<file path="config.mk">
export PLATFORM = sky130hd
export DESIGN_NAME = lru_keyed_cache_core_flat
export DESIGN_NICKNAME = d
export VERILOG_FILES = /design/src/rtl/lkc_pkg.sv /design/src/rtl/lkc_ifs.sv /design/src/rtl/lkc_ctrl.sv /design/src/rtl/lkc_dpath.sv /design/src/rtl/lru_keyed_cache_core.sv /design/src/flat_wrapper.sv
export VERILOG_INCLUDE_DIRS = /design/src /design/src/rtl
export SDC_FILE = /design/constraint.sdc
export NUM_CORES = 2
export LEC_CHECK = 0
export BUFFER_PORTS_ARGS = -buffer_cell sky130_fd_sc_hd__clkbuf_2
export CAP_MARGIN = 20
export CELL_PAD_IN_SITES_DETAIL_PLACEMENT = 1
export CELL_PAD_IN_SITES_GLOBAL_PLACEMENT = 1
export CORE_MARGIN = 2
export CORE_UTILIZATION = 57
export DETAILED_ROUTE_END_ITERATION = 6
export GPL_TIMING_DRIVEN = 0
export HOLD_SLACK_MARGIN = 0.08
export PLACE_DENSITY_LB_ADDON = 0.1
export SLEW_MARGIN = 20
export SYNTH_ARGS = -nofsm -noshare
export SYNTH_HDL_FRONTEND = slang
export SYNTH_SLANG_ARGS = --single-unit
export TNS_END_PERCENT = 30
</file>
<file path="constraint.sdc">
create_clock -name i_clk -period 12.2 [get_ports i_clk]
set_input_delay 1.22 -clock i_clk [delete_from_list [all_inputs] [get_ports i_clk]]
set_output_delay 1.22 -clock i_clk [all_outputs]
set_load 0.01 [all_outputs]
</file>
<file path="src/rtl/assert_macros.svh">
// Assertion macros used by the top level of the LRU keyed cache.
// No dependencies; the bodies are empty when SYNTHESIS is defined.
`ifndef ASSERT_MACROS_SVH
`define ASSERT_MACROS_SVH
`ifndef SYNTHESIS
// Same-cycle implication, checked at every rising edge out of reset.
`define ASSERT_IMPL(label, clk, rst_n, ante, cons) \
    label: assert property (@(posedge clk) disable iff (!rst_n) (ante) |-> (cons)) \
        else $error("implication check failed");
// Next-cycle implication, checked at every rising edge out of reset.
`define ASSERT_NEXT(label, clk, rst_n, ante, cons) \
    label: assert property (@(posedge clk) disable iff (!rst_n) (ante) |=> (cons)) \
        else $error("next-cycle check failed");
`else
`define ASSERT_IMPL(label, clk, rst_n, ante, cons)
`define ASSERT_NEXT(label, clk, rst_n, ante, cons)
`endif
`endif

</file>
<file path="src/rtl/lkc_pkg.sv">
// Package for the LRU keyed cache: size defaults, operation codes and the
// controller-to-datapath command type. No dependencies.
`default_nettype none

package lkc_pkg;

    localparam int LKC_DEPTH  = 16;
    localparam int LKC_KEY_W  = 64;
    localparam int LKC_DATA_W = 32;
    localparam int LKC_CAP_W  = 5;

    localparam logic [LKC_CAP_W-1:0] LKC_CAP_RESET = 5'd16;

    localparam logic LKC_FUNC_LOOKUP = 1'b0;
    localparam logic LKC_FUNC_INSERT = 1'b1;

    // Step strobes issued by the controller, at most one high at a time.
    typedef struct packed {
        logic capture;
        logic compare;
        logic fetch;
        logic update;
    } t_lkc_cmd;

endpackage

`default_nettype wire

</file>
<file path="src/rtl/lkc_ifs.sv">
// Valid/ready channel interfaces of the LRU keyed cache: request, response
// and configuration. Depends on lkc_pkg for the default widths.
`default_nettype none

interface lkc_req_if #(
    parameter int KEY_W  = lkc_pkg::LKC_KEY_W,
    parameter int DATA_W = lkc_pkg::LKC_DATA_W
);
    logic              valid;
    logic              ready;
    logic              func;
    logic [KEY_W-1:0]  key;
    logic [DATA_W-1:0] value;

    modport source (output valid, output func, output key, output value, input ready);
    modport sink   (input valid, input func, input key, input value, output ready);
endinterface

interface lkc_rsp_if #(
    parameter int DATA_W = lkc_pkg::LKC_DATA_W
);
    logic              valid;
    logic              ready;
    logic              hit;
    logic [DATA_W-1:0] read_data;
    logic              evicted;
    logic [DATA_W-1:0] evicted_data;

    modport source (output valid, output hit, output read_data, output evicted,
                    output evicted_data, input ready);
    modport sink   (input valid, input hit, input read_data, input evicted,
                    input evicted_data, output ready);
endinterface

interface lkc_cfg_if;
    logic                             valid;
    logic                             ready;
    logic [lkc_pkg::LKC_CAP_W-1:0]    capacity;

    modport source (output valid, output capacity, input ready);
    modport sink   (input valid, input capacity, output ready);
endinterface

`default_nettype wire

</file>
<file path="src/rtl/lkc_ctrl.sv">
// Controller of the LRU keyed cache: sequences capture, compare, data fetch
// and update for one beat at a time, and owns the response valid flag.
// Depends on lkc_pkg.
`default_nettype none

module lkc_ctrl (
    input  wire               i_clk,
    input  wire               i_rst_n,
    input  wire               i_req_valid,
    output logic              o_req_ready,
    output logic              o_rsp_valid,
    input  wire               i_rsp_ready,
    output lkc_pkg::t_lkc_cmd o_cmd
);
    import lkc_pkg::*;

    localparam logic [1:0] S_IDLE    = 2'd0;
    localparam logic [1:0] S_COMPARE = 2'd1;
    localparam logic [1:0] S_FETCH   = 2'd2;
    localparam logic [1:0] S_UPDATE  = 2'd3;

    logic [1:0] r_state, n_state;
    logic       r_out_valid, n_out_valid;
    logic       w_load;

    // The update step also loads the response register, so it waits while
    // an earlier response is still held and not being taken.
    assign w_load = (r_state == S_UPDATE) && (!r_out_valid || i_rsp_ready);

    always_comb begin
        n_state        = r_state;
        o_cmd          = '0;
        o_cmd.capture  = (r_state == S_IDLE) && i_req_valid;
        case (r_state)
            S_IDLE: begin
                if (i_req_valid) begin
                    n_state = S_COMPARE;
                end
            end
            S_COMPARE: begin
                o_cmd.compare = 1'b1;
                n_state       = S_FETCH;
            end
            S_FETCH: begin
                o_cmd.fetch = 1'b1;
                n_state     = S_UPDATE;
            end
            S_UPDATE: begin
                o_cmd.update = w_load;
                if (w_load) begin
                    n_state = S_IDLE;
                end
            end
            default: begin
                n_state = S_IDLE;
            end
        endcase
    end

    always_comb begin
        n_out_valid = r_out_valid;
        if (w_load) begin
            n_out_valid = 1'b1;
        end else if (i_rsp_ready) begin
            n_out_valid = 1'b0;
        end
    end

    always_ff @(posedge i_clk) begin
        if (!i_rst_n) begin
            r_state     <= S_IDLE;
            r_out_valid <= 1'b0;
        end else begin
            r_state     <= n_state;
            r_out_valid <= n_out_valid;
        end
    end

    assign o_req_ready = (r_state == S_IDLE);
    assign o_rsp_valid = r_out_valid;

endmodule

`default_nettype wire

</file>
<file path="src/rtl/lkc_dpath.sv">
// Datapath of the LRU keyed cache: key and age registers per entry, the
// data memory, the capacity register and the response register.
// Depends on lkc_pkg.
`default_nettype none

module lkc_dpath #(
    parameter int DEPTH  = lkc_pkg::LKC_DEPTH,
    parameter int KEY_W  = lkc_pkg::LKC_KEY_W,
    parameter int DATA_W = lkc_pkg::LKC_DATA_W
) (
    input  wire                           i_clk,
    input  wire                           i_rst_n,
    input  lkc_pkg::t_lkc_cmd             i_cmd,
    input  wire                           i_func,
    input  wire  [KEY_W-1:0]              i_key,
    input  wire  [DATA_W-1:0]             i_value,
    input  wire                           i_cfg_we,
    input  wire  [lkc_pkg::LKC_CAP_W-1:0] i_cfg_capacity,
    output logic                          o_hit,
    output logic [DATA_W-1:0]             o_read_data,
    output logic                          o_evicted,
    output logic [DATA_W-1:0]             o_evicted_data
);
    import lkc_pkg::*;

    localparam int AGE_W = $clog2(DEPTH);
    localparam int CNT_W = $clog2(DEPTH + 1);
    localparam int CMP_W = (CNT_W > LKC_CAP_W) ? CNT_W : LKC_CAP_W;

    // Request held for the whole operation.
    logic              r_func;
    logic [KEY_W-1:0]  r_key;
    logic [DATA_W-1:0] r_value;

    // Entry state. Ages of valid entries are a permutation of 0..fill-1.
    logic [DEPTH-1:0]  r_entry_valid;
    logic [KEY_W-1:0]  r_entry_key [DEPTH];
    logic [AGE_W-1:0]  r_entry_age [DEPTH];
    logic [DATA_W-1:0] r_data_mem  [DEPTH];
    logic [CNT_W-1:0]  r_fill;
    logic [LKC_CAP_W-1:0] r_capacity;

    // Compare results.
    logic [DEPTH-1:0]  r_hit_vec, r_old_vec, r_free_vec;
    logic              r_hit;
    logic [AGE_W-1:0]  r_hit_age;
    logic              r_evict_need;
    logic [DATA_W-1:0] r_rd_data;

    // Response register.
    logic              r_rsp_hit, r_rsp_evicted;
    logic [DATA_W-1:0] r_rsp_read_data, r_rsp_evicted_data;

    logic [DEPTH-1:0]  w_hit_vec, w_old_vec, w_invalid, w_free_vec, w_slot_vec;
    logic [AGE_W-1:0]  w_oldest_age, w_hit_age;
    logic [AGE_W-1:0]  w_hit_idx, w_old_idx, w_free_idx, w_slot_idx, w_rd_addr, w_wr_addr;
    logic [CMP_W-1:0]  w_cap_ext, w_fill_ext, w_eff_cap;
    logic              w_evict, w_mem_we;

    // Parallel tag compare and oldest-entry search against the fill count.
    always_comb begin
        w_oldest_age = AGE_W'(r_fill - CNT_W'(1));
        w_hit_age    = '0;
        for (int i = 0; i < DEPTH; i++) begin
            w_hit_vec[i] = r_entry_valid[i] && (r_entry_key[i] == r_key);
            w_old_vec[i] = r_entry_valid[i] && (r_entry_age[i] == w_oldest_age);
            w_invalid[i] = !r_entry_valid[i];
            w_hit_age    = w_hit_age | (w_hit_vec[i] ? r_entry_age[i] : '0);
        end
        // Lowest free entry as a one-hot vector.
        w_free_vec = w_invalid & (~w_invalid + DEPTH'(1));
    end

    always_comb begin
        w_cap_ext  = CMP_W'(r_capacity);
        w_fill_ext = CMP_W'(r_fill);
        if (w_cap_ext == '0) begin
            w_eff_cap = CMP_W'(1);
        end else if (w_cap_ext > CMP_W'(DEPTH)) begin
            w_eff_cap = CMP_W'(DEPTH);
        end else begin
            w_eff_cap = w_cap_ext;
        end
    end

    // One-hot to index encoders on the registered vectors.
    always_comb begin
        w_hit_idx  = '0;
        w_old_idx  = '0;
        w_free_idx = '0;
        for (int i = 0; i < DEPTH; i++) begin
            w_hit_idx  = w_hit_idx  | (r_hit_vec[i]  ? AGE_W'(i) : '0);
            w_old_idx  = w_old_idx  | (r_old_vec[i]  ? AGE_W'(i) : '0);
            w_free_idx = w_free_idx | (r_free_vec[i] ? AGE_W'(i) : '0);
        end
    end

    // A new key evicts when the store is at or above capacity; the freed
    // entry then takes the new key.
    assign w_evict    = (r_func == LKC_FUNC_INSERT) && !r_hit && r_evict_need;
    assign w_slot_vec = w_evict ? r_old_vec : r_free_vec;
    assign w_slot_idx = w_evict ? w_old_idx : w_free_idx;
    assign w_rd_addr  = r_hit ? w_hit_idx : w_old_idx;
    assign w_wr_addr  = r_hit ? w_hit_idx : w_slot_idx;
    assign w_mem_we   = i_cmd.update && (r_func == LKC_FUNC_INSERT);

    always_ff @(posedge i_clk) begin
        if (i_cmd.capture) begin
            r_func  <= i_func;
            r_key   <= i_key;
            r_value <= i_value;
        end
        if (i_cmd.compare) begin
            r_hit_vec    <= w_hit_vec;
            r_old_vec    <= w_old_vec;
            r_free_vec   <= w_free_vec;
            r_hit        <= |w_hit_vec;
            r_hit_age    <= w_hit_age;
            r_evict_need <= (w_fill_ext >= w_eff_cap);
        end
        if (i_cmd.update) begin
            r_rsp_hit          <= r_hit;
            r_rsp_read_data    <= ((r_func == LKC_FUNC_LOOKUP) && r_hit) ? r_rd_data : '0;
            r_rsp_evicted      <= w_evict;
            r_rsp_evicted_data <= w_evict ? r_rd_data : '0;
        end
    end

    // Data memory: one write port, one registered read port.
    always_ff @(posedge i_clk) begin
        if (w_mem_we) begin
            r_data_mem[w_wr_addr] <= r_value;
        end
        if (i_cmd.fetch) begin
            r_rd_data <= r_data_mem[w_rd_addr];
        end
    end

    always_ff @(posedge i_clk) begin
        if (i_cmd.update && (r_func == LKC_FUNC_INSERT) && !r_hit) begin
            for (int i = 0; i < DEPTH; i++) begin
                if (w_slot_vec[i]) begin
                    r_entry_key[i] <= r_key;
                end
            end
        end
    end

    always_ff @(posedge i_clk) begin
        if (!i_rst_n) begin
            r_entry_valid <= '0;
            r_fill        <= '0;
            r_capacity    <= LKC_CAP_RESET;
            for (int i = 0; i < DEPTH; i++) begin
                r_entry_age[i] <= '0;
            end
        end else begin
            if (i_cfg_we) begin
                r_capacity <= i_cfg_capacity;
            end
            if (i_cmd.update) begin
                if (r_hit) begin
                    // Promote the hit entry; younger entries age by one.
                    for (int i = 0; i < DEPTH; i++) begin
                        if (r_hit_vec[i]) begin
                            r_entry_age[i] <= '0;
                        end else if (r_entry_valid[i] && (r_entry_age[i] < r_hit_age)) begin
                            r_entry_age[i] <= r_entry_age[i] + AGE_W'(1);
                        end
                    end
                end else if (r_func == LKC_FUNC_INSERT) begin
                    for (int i = 0; i < DEPTH; i++) begin
                        if (w_slot_vec[i]) begin
                            r_entry_valid[i] <= 1'b1;
                            r_entry_age[i]   <= '0;
                        end else if (r_entry_valid[i]) begin
                            r_entry_age[i] <= r_entry_age[i] + AGE_W'(1);
                        end
                    end
                    if (!w_evict) begin
                        r_fill <= r_fill + CNT_W'(1);
                    end
                end
            end
        end
    end

    assign o_hit          = r_rsp_hit;
    assign o_read_data    = r_rsp_read_data;
    assign o_evicted      = r_rsp_evicted;
    assign o_evicted_data = r_rsp_evicted_data;

endmodule

`default_nettype wire

</file>
<file path="src/rtl/lru_keyed_cache_core.sv">
// Top level of the LRU keyed cache: joins the controller and the datapath
// to the request, response and configuration channels.
// Depends on lkc_pkg, lkc_ifs, lkc_ctrl, lkc_dpath and assert_macros.svh.
//
//  Channel   Direction  Payload                                   Handshake
//  i_req     in         func, key, value                          valid/ready
//  o_rsp     out        hit, read_data, evicted, evicted_data     valid/ready
//  i_cfg     in         capacity                                  valid/ready
//
// A request beat is taken only while the controller is idle. It then passes
// through tag compare, data fetch and update, and its response is registered
// at the update step; the next beat is taken only after that update, so one
// request is handled at a time. The data fetch is a registered data memory
// read that sits between the registered tag compare and the entry update.
// Reset is synchronous and active low: it clears valid bits, ages, the fill
// count, the controller and the response flag, and sets capacity to 16; no
// clearing pass is needed. The response register holds one result: a new
// request is accepted while it waits, but the update step of that request
// stalls until the held response has been taken.
`default_nettype none
`include "assert_macros.svh"

module lru_keyed_cache_core #(
    parameter int DEPTH  = lkc_pkg::LKC_DEPTH,
    parameter int KEY_W  = lkc_pkg::LKC_KEY_W,
    parameter int DATA_W = lkc_pkg::LKC_DATA_W
) (
    input  wire       i_clk,
    input  wire       i_rst_n,
    lkc_req_if.sink   i_req,
    lkc_rsp_if.source o_rsp,
    lkc_cfg_if.sink   i_cfg
);
    import lkc_pkg::*;

    t_lkc_cmd w_cmd;
    logic     w_req_ready;
    logic     w_rsp_valid;

    lkc_ctrl u_ctrl (
        .i_clk       (i_clk),
        .i_rst_n     (i_rst_n),
        .i_req_valid (i_req.valid),
        .o_req_ready (w_req_ready),
        .o_rsp_valid (w_rsp_valid),
        .i_rsp_ready (o_rsp.ready),
        .o_cmd       (w_cmd)
    );

    lkc_dpath #(
        .DEPTH  (DEPTH),
        .KEY_W  (KEY_W),
        .DATA_W (DATA_W)
    ) u_dpath (
        .i_clk          (i_clk),
        .i_rst_n        (i_rst_n),
        .i_cmd          (w_cmd),
        .i_func         (i_req.func),
        .i_key          (i_req.key),
        .i_value        (i_req.value),
        .i_cfg_we       (i_cfg.valid),
        .i_cfg_capacity (i_cfg.capacity),
        .o_hit          (o_rsp.hit),
        .o_read_data    (o_rsp.read_data),
        .o_evicted      (o_rsp.evicted),
        .o_evicted_data (o_rsp.evicted_data)
    );

    // Capacity writes must arrive only while the block is idle; the block does
    // not enforce this. They are always taken.
    assign i_cfg.ready = 1'b1;
    assign i_req.ready = w_req_ready;
    assign o_rsp.valid = w_rsp_valid;

    // Only one request is in flight: acceptance leaves the idle state.
    `ASSERT_NEXT(a_one_in_flight, i_clk, i_rst_n, i_req.valid && i_req.ready, !i_req.ready)
    // An eviction only follows an insert of a key that was absent.
    `ASSERT_IMPL(a_evict_is_miss, i_clk, i_rst_n, o_rsp.valid && o_rsp.evicted, !o_rsp.hit)
    // Read data is zero unless the key was found.
    `ASSERT_IMPL(a_miss_no_data, i_clk, i_rst_n, o_rsp.valid && !o_rsp.hit, o_rsp.read_data == '0)

endmodule

`default_nettype wire

</file>
<file path="src/flat_wrapper.sv">
// flat-port wrapper written by rule: the top's interface ports become plain ports
module lru_keyed_cache_core_flat import lkc_pkg::*;
#(
    parameter int DEPTH  = lkc_pkg::LKC_DEPTH,
    parameter int KEY_W  = lkc_pkg::LKC_KEY_W,
    parameter int DATA_W = lkc_pkg::LKC_DATA_W
)
  (i_clk, i_rst_n, i_req_valid, i_req_func, i_req_key, i_req_value, i_req_ready, o_rsp_valid, o_rsp_hit, o_rsp_read_data, o_rsp_evicted, o_rsp_evicted_data, o_rsp_ready, i_cfg_valid, i_cfg_capacity, i_cfg_ready);
  lkc_req_if #(.KEY_W(KEY_W), .DATA_W(DATA_W)) i_req_i ();
  lkc_rsp_if #(.DATA_W(DATA_W)) o_rsp_i ();
  lkc_cfg_if i_cfg_i ();
  input  wire i_clk;
  input  wire i_rst_n;
  input wire logic [$bits(i_req_i.valid)-1:0] i_req_valid;
  input wire logic [$bits(i_req_i.func)-1:0] i_req_func;
  input wire logic [$bits(i_req_i.key)-1:0] i_req_key;
  input wire logic [$bits(i_req_i.value)-1:0] i_req_value;
  output wire logic [$bits(i_req_i.ready)-1:0] i_req_ready;
  output wire logic [$bits(o_rsp_i.valid)-1:0] o_rsp_valid;
  output wire logic [$bits(o_rsp_i.hit)-1:0] o_rsp_hit;
  output wire logic [$bits(o_rsp_i.read_data)-1:0] o_rsp_read_data;
  output wire logic [$bits(o_rsp_i.evicted)-1:0] o_rsp_evicted;
  output wire logic [$bits(o_rsp_i.evicted_data)-1:0] o_rsp_evicted_data;
  input wire logic [$bits(o_rsp_i.ready)-1:0] o_rsp_ready;
  input wire logic [$bits(i_cfg_i.valid)-1:0] i_cfg_valid;
  input wire logic [$bits(i_cfg_i.capacity)-1:0] i_cfg_capacity;
  output wire logic [$bits(i_cfg_i.ready)-1:0] i_cfg_ready;
  assign i_req_i.valid = i_req_valid;
  assign i_req_i.func = i_req_func;
  assign i_req_i.key = i_req_key;
  assign i_req_i.value = i_req_value;
  assign i_req_ready = i_req_i.ready;
  assign o_rsp_valid = o_rsp_i.valid;
  assign o_rsp_hit = o_rsp_i.hit;
  assign o_rsp_read_data = o_rsp_i.read_data;
  assign o_rsp_evicted = o_rsp_i.evicted;
  assign o_rsp_evicted_data = o_rsp_i.evicted_data;
  assign o_rsp_i.ready = o_rsp_ready;
  assign i_cfg_i.valid = i_cfg_valid;
  assign i_cfg_i.capacity = i_cfg_capacity;
  assign i_cfg_ready = i_cfg_i.ready;
  lru_keyed_cache_core #(.DEPTH(DEPTH), .KEY_W(KEY_W), .DATA_W(DATA_W)) u_core (.i_clk(i_clk), .i_rst_n(i_rst_n), .i_req(i_req_i), .o_rsp(o_rsp_i), .i_cfg(i_cfg_i));
endmodule
</file>
==> key figures <==
Run status
  • Status: finished with violations
  • Failing checks: DRC

Clock tree
  • CTS tree: yes
  • CTS Buf Count: 193
  • CTS Hold Buffers Added: 0
  • Clock root cell: clkbuf_16
  • Clk_lat worst skew: 0.86 ns
  • CTS max path bufs: 3
  • Cells resized by post-CTS repair: 0
  • Setup repair bufs after CTS: 0
  • H-tree depth: 4
  • CTS sink count: 1,878
  • CTS clock-pin slew for the worst setup and hold paths: ~0.070 ns

Synth
  • Yosys cell types: 76
  • Synth Area in Adders: 1.18%
  • Fraction of the yosys area taken by sequential cells: a little over two thirds
  • Post-synthesis mux area share: 0.264%
  • Synth Instances: 5,309
  • Main combinational cell family by area after synthesis: simple AND/OR/NAND/NOR gates
  • #FFs+latches synth: 1,878
  • Netlist Area Pre-Place: 79,700 um^2
  • XOR/XNOR Fraction of Synth Area: 9.21%
  • Share of the synthesized area in the top cell type: 69.7%
  • Syn Nets: 5,491
  • Post-synthesis simple-gate area fraction: 9.91%
  • Top FF cell, synth: edfxtp_1
  • Async S/R FF share, synth: 0%
  • Top cells by area, synth: edfxtp_1, xor2_1, xnor2_1
  • Avg Inst Size Synth: roughly 15 um^2
  • Warnings, synthesis: 0
  • Synth Area in Compound Gates: ~6.4%
  • Leading area contributor after synthesis: edfxtp_1
  • Post-synth EDFFs: roughly 1,800

Power
  • Total power: about 18 mW
  • Total power divided by cell area: a little under 200 nW/um^2
  • Clock group share of total power: 32.8%
  • VDD IR-drop max: 0.000181 V
  • Leakage: around 31 nW
  • Internal power: 12.2 mW
  • Combinational power share: 20.9%
  • Part of the power in registers: 46.3%
  • Psw: 5.93 mW
  • Net Sw Frac: 32.8%

Layout
  • Final Cell Area: 92,800 um^2
  • Final Core Density: between 60% and 70%
  • Finished Layout Cells: 7,898
  • Area delta synth->final: 16.4%
  • Final #Nets: 6,030
  • Share of cells above drive strength 1: between 10 and 15%
  • Fill count: 12,400

Global route
  • Congestion Overflow GR: 0
  • Vias in the first global route: between 50,000 and 60,000
  • First-pass GRT wire length: 450,000 um
  • Overall Global Routing Usage: 46.4%
  • Largest net degree at the start of global routing: 53
  • Antenna violations before repair: 28

Setup path
  • Crit end category: flop
  • CP Class: flop to flop
  • FF-to-FF Start: u_core.u_dpath.r_key[12]
  • Worst r2r path cells: 9
  • Worst R2R Setup Slack: 6.64 ns
  • Worst path required time: 12.90 ns
  • Critical R2R Capture: u_core.u_dpath.r_hit_age[3]
  • Max FO, Critical Path: 17
  • CP Launch Type: flop
  • Worst Path Arrival: between 6 and 7 ns
  • Critical Path Start: u_core.u_dpath.r_key[12]
  • End of the critical path: u_core.u_dpath.r_hit_age[3]

Die
  • Initial core utilization: 57.3%
  • Die height: between 300 and 400 um
  • DIE WIDTH: between 300 and 400 um
  • Core footprint: 139,000 um^2
  • Die ar.: 143,000 um^2
  • # IOs: 176
  • # rows: 137

Place
  • Dpl hpwl: 227,000 um
  • Port bufs: 173
  • GPL Wtd Cong: 1.01
  • Area post-placement: just under 90,000 um^2
  • Placed Instances: 7,527
  • Pre-CTS setup slack: 7.13 ns

Timing
  • Final worst path period need: 5.56 ns
  • Worst-Margin Slew: 1.45 ns
  • Crit share post-route: 45.6%
  • Slew Limit Fails: 0
  • PnR worst setup slack: 6.64 ns
  • Unrepaired setup endpoints after global routing: no
  • Final number of setup-violating endpoints: 0
  • Final Hold Viols: 0
  • Final TNS setup: 0 ns
  • Final Hold Slack: 0.541 ns
  • Slew headroom: under 10%
  • Peak Freq: around 180 MHz
  • Clk_skew: 0.0390 ns

Routing
  • Drt pass-1 iters: 7
  • Detailed Route Iter0 Violations: about 9,100
  • Via count: 55,400
  • Routed len/inst: 41.9 um
  • Final wirelength: 331,000 um
  • Number of remaining DRC errors: 1
  • ANT nets after route: 0
  • Vias/cell: approximately 7.0

Job
  • MaxCap Viol Count: 0

Hold path
  • Hold Crit Class: input port to flop
==> critical path, stage by stage (launching register included) <==
cell	delay [ns]
edfxtp_1	1.18
buf_2	0.52
buf_2	0.53
xor2_1	0.18
nor4_2	0.68
nand4_1	0.59
nor4_2	1.04
nand3_1	0.26
o2111ai_1	0.22
or4_1	0.17
==> per-layer routing <==
metal / up-vias / GRT usage [%] / wire, um
li1: 21300 / - / -
met1: 28100 / 56.9 / 111000
met2: 4686 / 70.0 / 147000
met3: 1280 / 13.4 / 42500
met4: 10 / 34.6 / 30200
met5: - / 0 / 57
==> cell usage in the layout, fill, tap and decap left out, drive strengths merged, types with 64 or more instances in the layout <==
cell and count:
buf 351, and2 92, inv 121, nand2 319, and3 133, xnor2 215
edfxtp 1849, nor4 177, a31oi 65, nor2b 155, a311oi 64, xor2 621
a21oi 87, ha 75, a211oi 161, clkinv 104, nand3 117, nand2b 117
nand4 91, clkbuf 490, nor2 122
==> logic make-up (layout without fill, tap and decap cells) <==
family	after synthesis	after routing
muxes	21	21
xor gates and xnor gates	836	836
buffers and inverters	395	1088
AOI/OAI and AO/OA	678	678
other	1	21
and+or+nand+nor	1425	1425
DFF	1878	1878
adders and majority gates	75	75
==> state kept, by name (all words and copies together) (netlist names), 2 cells and up <==
signal,flops
u_core.u_dpath.r_hit_age,4
u_core.u_dpath.r_data_mem,512
u_core.u_dpath.r_fill,5
u_core.u_dpath.r_entry_valid,16
u_core.u_dpath.o_read_data,32
u_core.u_dpath.r_value,32
u_core.u_ctrl.r_state,2
u_core.u_dpath.r_key,64
u_core.u_dpath.r_entry_key,1024
u_core.u_dpath.r_capacity,5
u_core.u_dpath.r_hit_vec,16
u_core.u_dpath.r_rd_data,32
u_core.u_dpath.r_old_vec,16
u_core.u_dpath.o_evicted_data,32
u_core.u_dpath.r_free_vec,16
u_core.u_dpath.r_entry_age,64
==> cell type report <==
cell class / count / area (um^2) / area share [%]
flip-flops and latches: 1878 / 56100 / 60.5
multi-input cells: 3036 / 21900 / 23.6
clock buffers: 223 / 4980 / 5.37
repair buffers: 344 / 4160 / 4.48
well taps: 1876 / 2350 / 2.53
plain buffers: 274 / 1660 / 1.78
clock inverters: 126 / 1150 / 1.24
inverters: 121 / 460 / 0.496
diodes: 20 / 50.0 / 0.0539
==> cell usage after synthesis (13+ instances only) <==
| cell type | n |
|---|---|
| dfxtp_1 | 29 |
| xor2_1 | 621 |
| a211oi_1 | 161 |
| nor4_1 | 157 |
| buf_2 | 83 |
| and3_1 | 133 |
| edfxtp_1 | 1849 |
| ha_1 | 75 |
| a311oi_1 | 64 |
| o2111ai_1 | 50 |
| nor3_1 | 43 |
| o21ai_0 | 19 |
| o2bb2ai_1 | 27 |
| nor2_1 | 122 |
| a22oi_1 | 17 |
| and2_1 | 92 |
| xnor2_1 | 214 |
| inv_2 | 20 |
| clkbuf_1 | 94 |
| o22ai_1 | 33 |
| buf_4 | 42 |
| a2111oi_0 | 40 |
| nand3_1 | 117 |
| nand2_1 | 318 |
| nor2b_1 | 155 |
| nor4_2 | 16 |
| mux2i_1 | 21 |
| nand4_1 | 91 |
| or4_1 | 16 |
| buf_6 | 48 |
| a21oi_1 | 87 |
| a31oi_1 | 65 |
| o21a_1 | 19 |
| a221oi_1 | 13 |
| inv_1 | 95 |
| a21o_1 | 13 |
| nand2b_1 | 117 |
==> worst min-delay path by stage <==
stage                     depth (start not counted)                          from                              to
after floorplan                                   0          u_core.u_dpath.r_hit            u_core.u_dpath.o_hit
after global routing                              1                 i_req_key[53]        u_core.u_dpath.r_key[53]
final                                             1                 i_req_key[43]        u_core.u_dpath.r_key[43]
after CTS                                         1                 i_req_key[43]        u_core.u_dpath.r_key[43]
after global placement                            2  u_core.u_dpath.r_capacity[0]    u_core.u_dpath.r_capacity[0]
after detailed placement                          1  u_core.u_dpath.r_rd_data[25]  u_core.u_dpath.o_read_data[25]
==> power groups by stage <==
stage / Sequential (mW) / Clock (mW) / Combinational [mW]
after floorplan: 8.24 / 0 / 1.51
after global placement: 8.89 / 0 / 2.64
after detailed placement: 8.46 / 0 / 3.52
after CTS: 8.34 / 5.90 / 3.58
after global routing: 8.37 / 6.11 / 3.74
final: 8.38 / 5.93 / 3.78
Power figures use the tool's default switching activity.
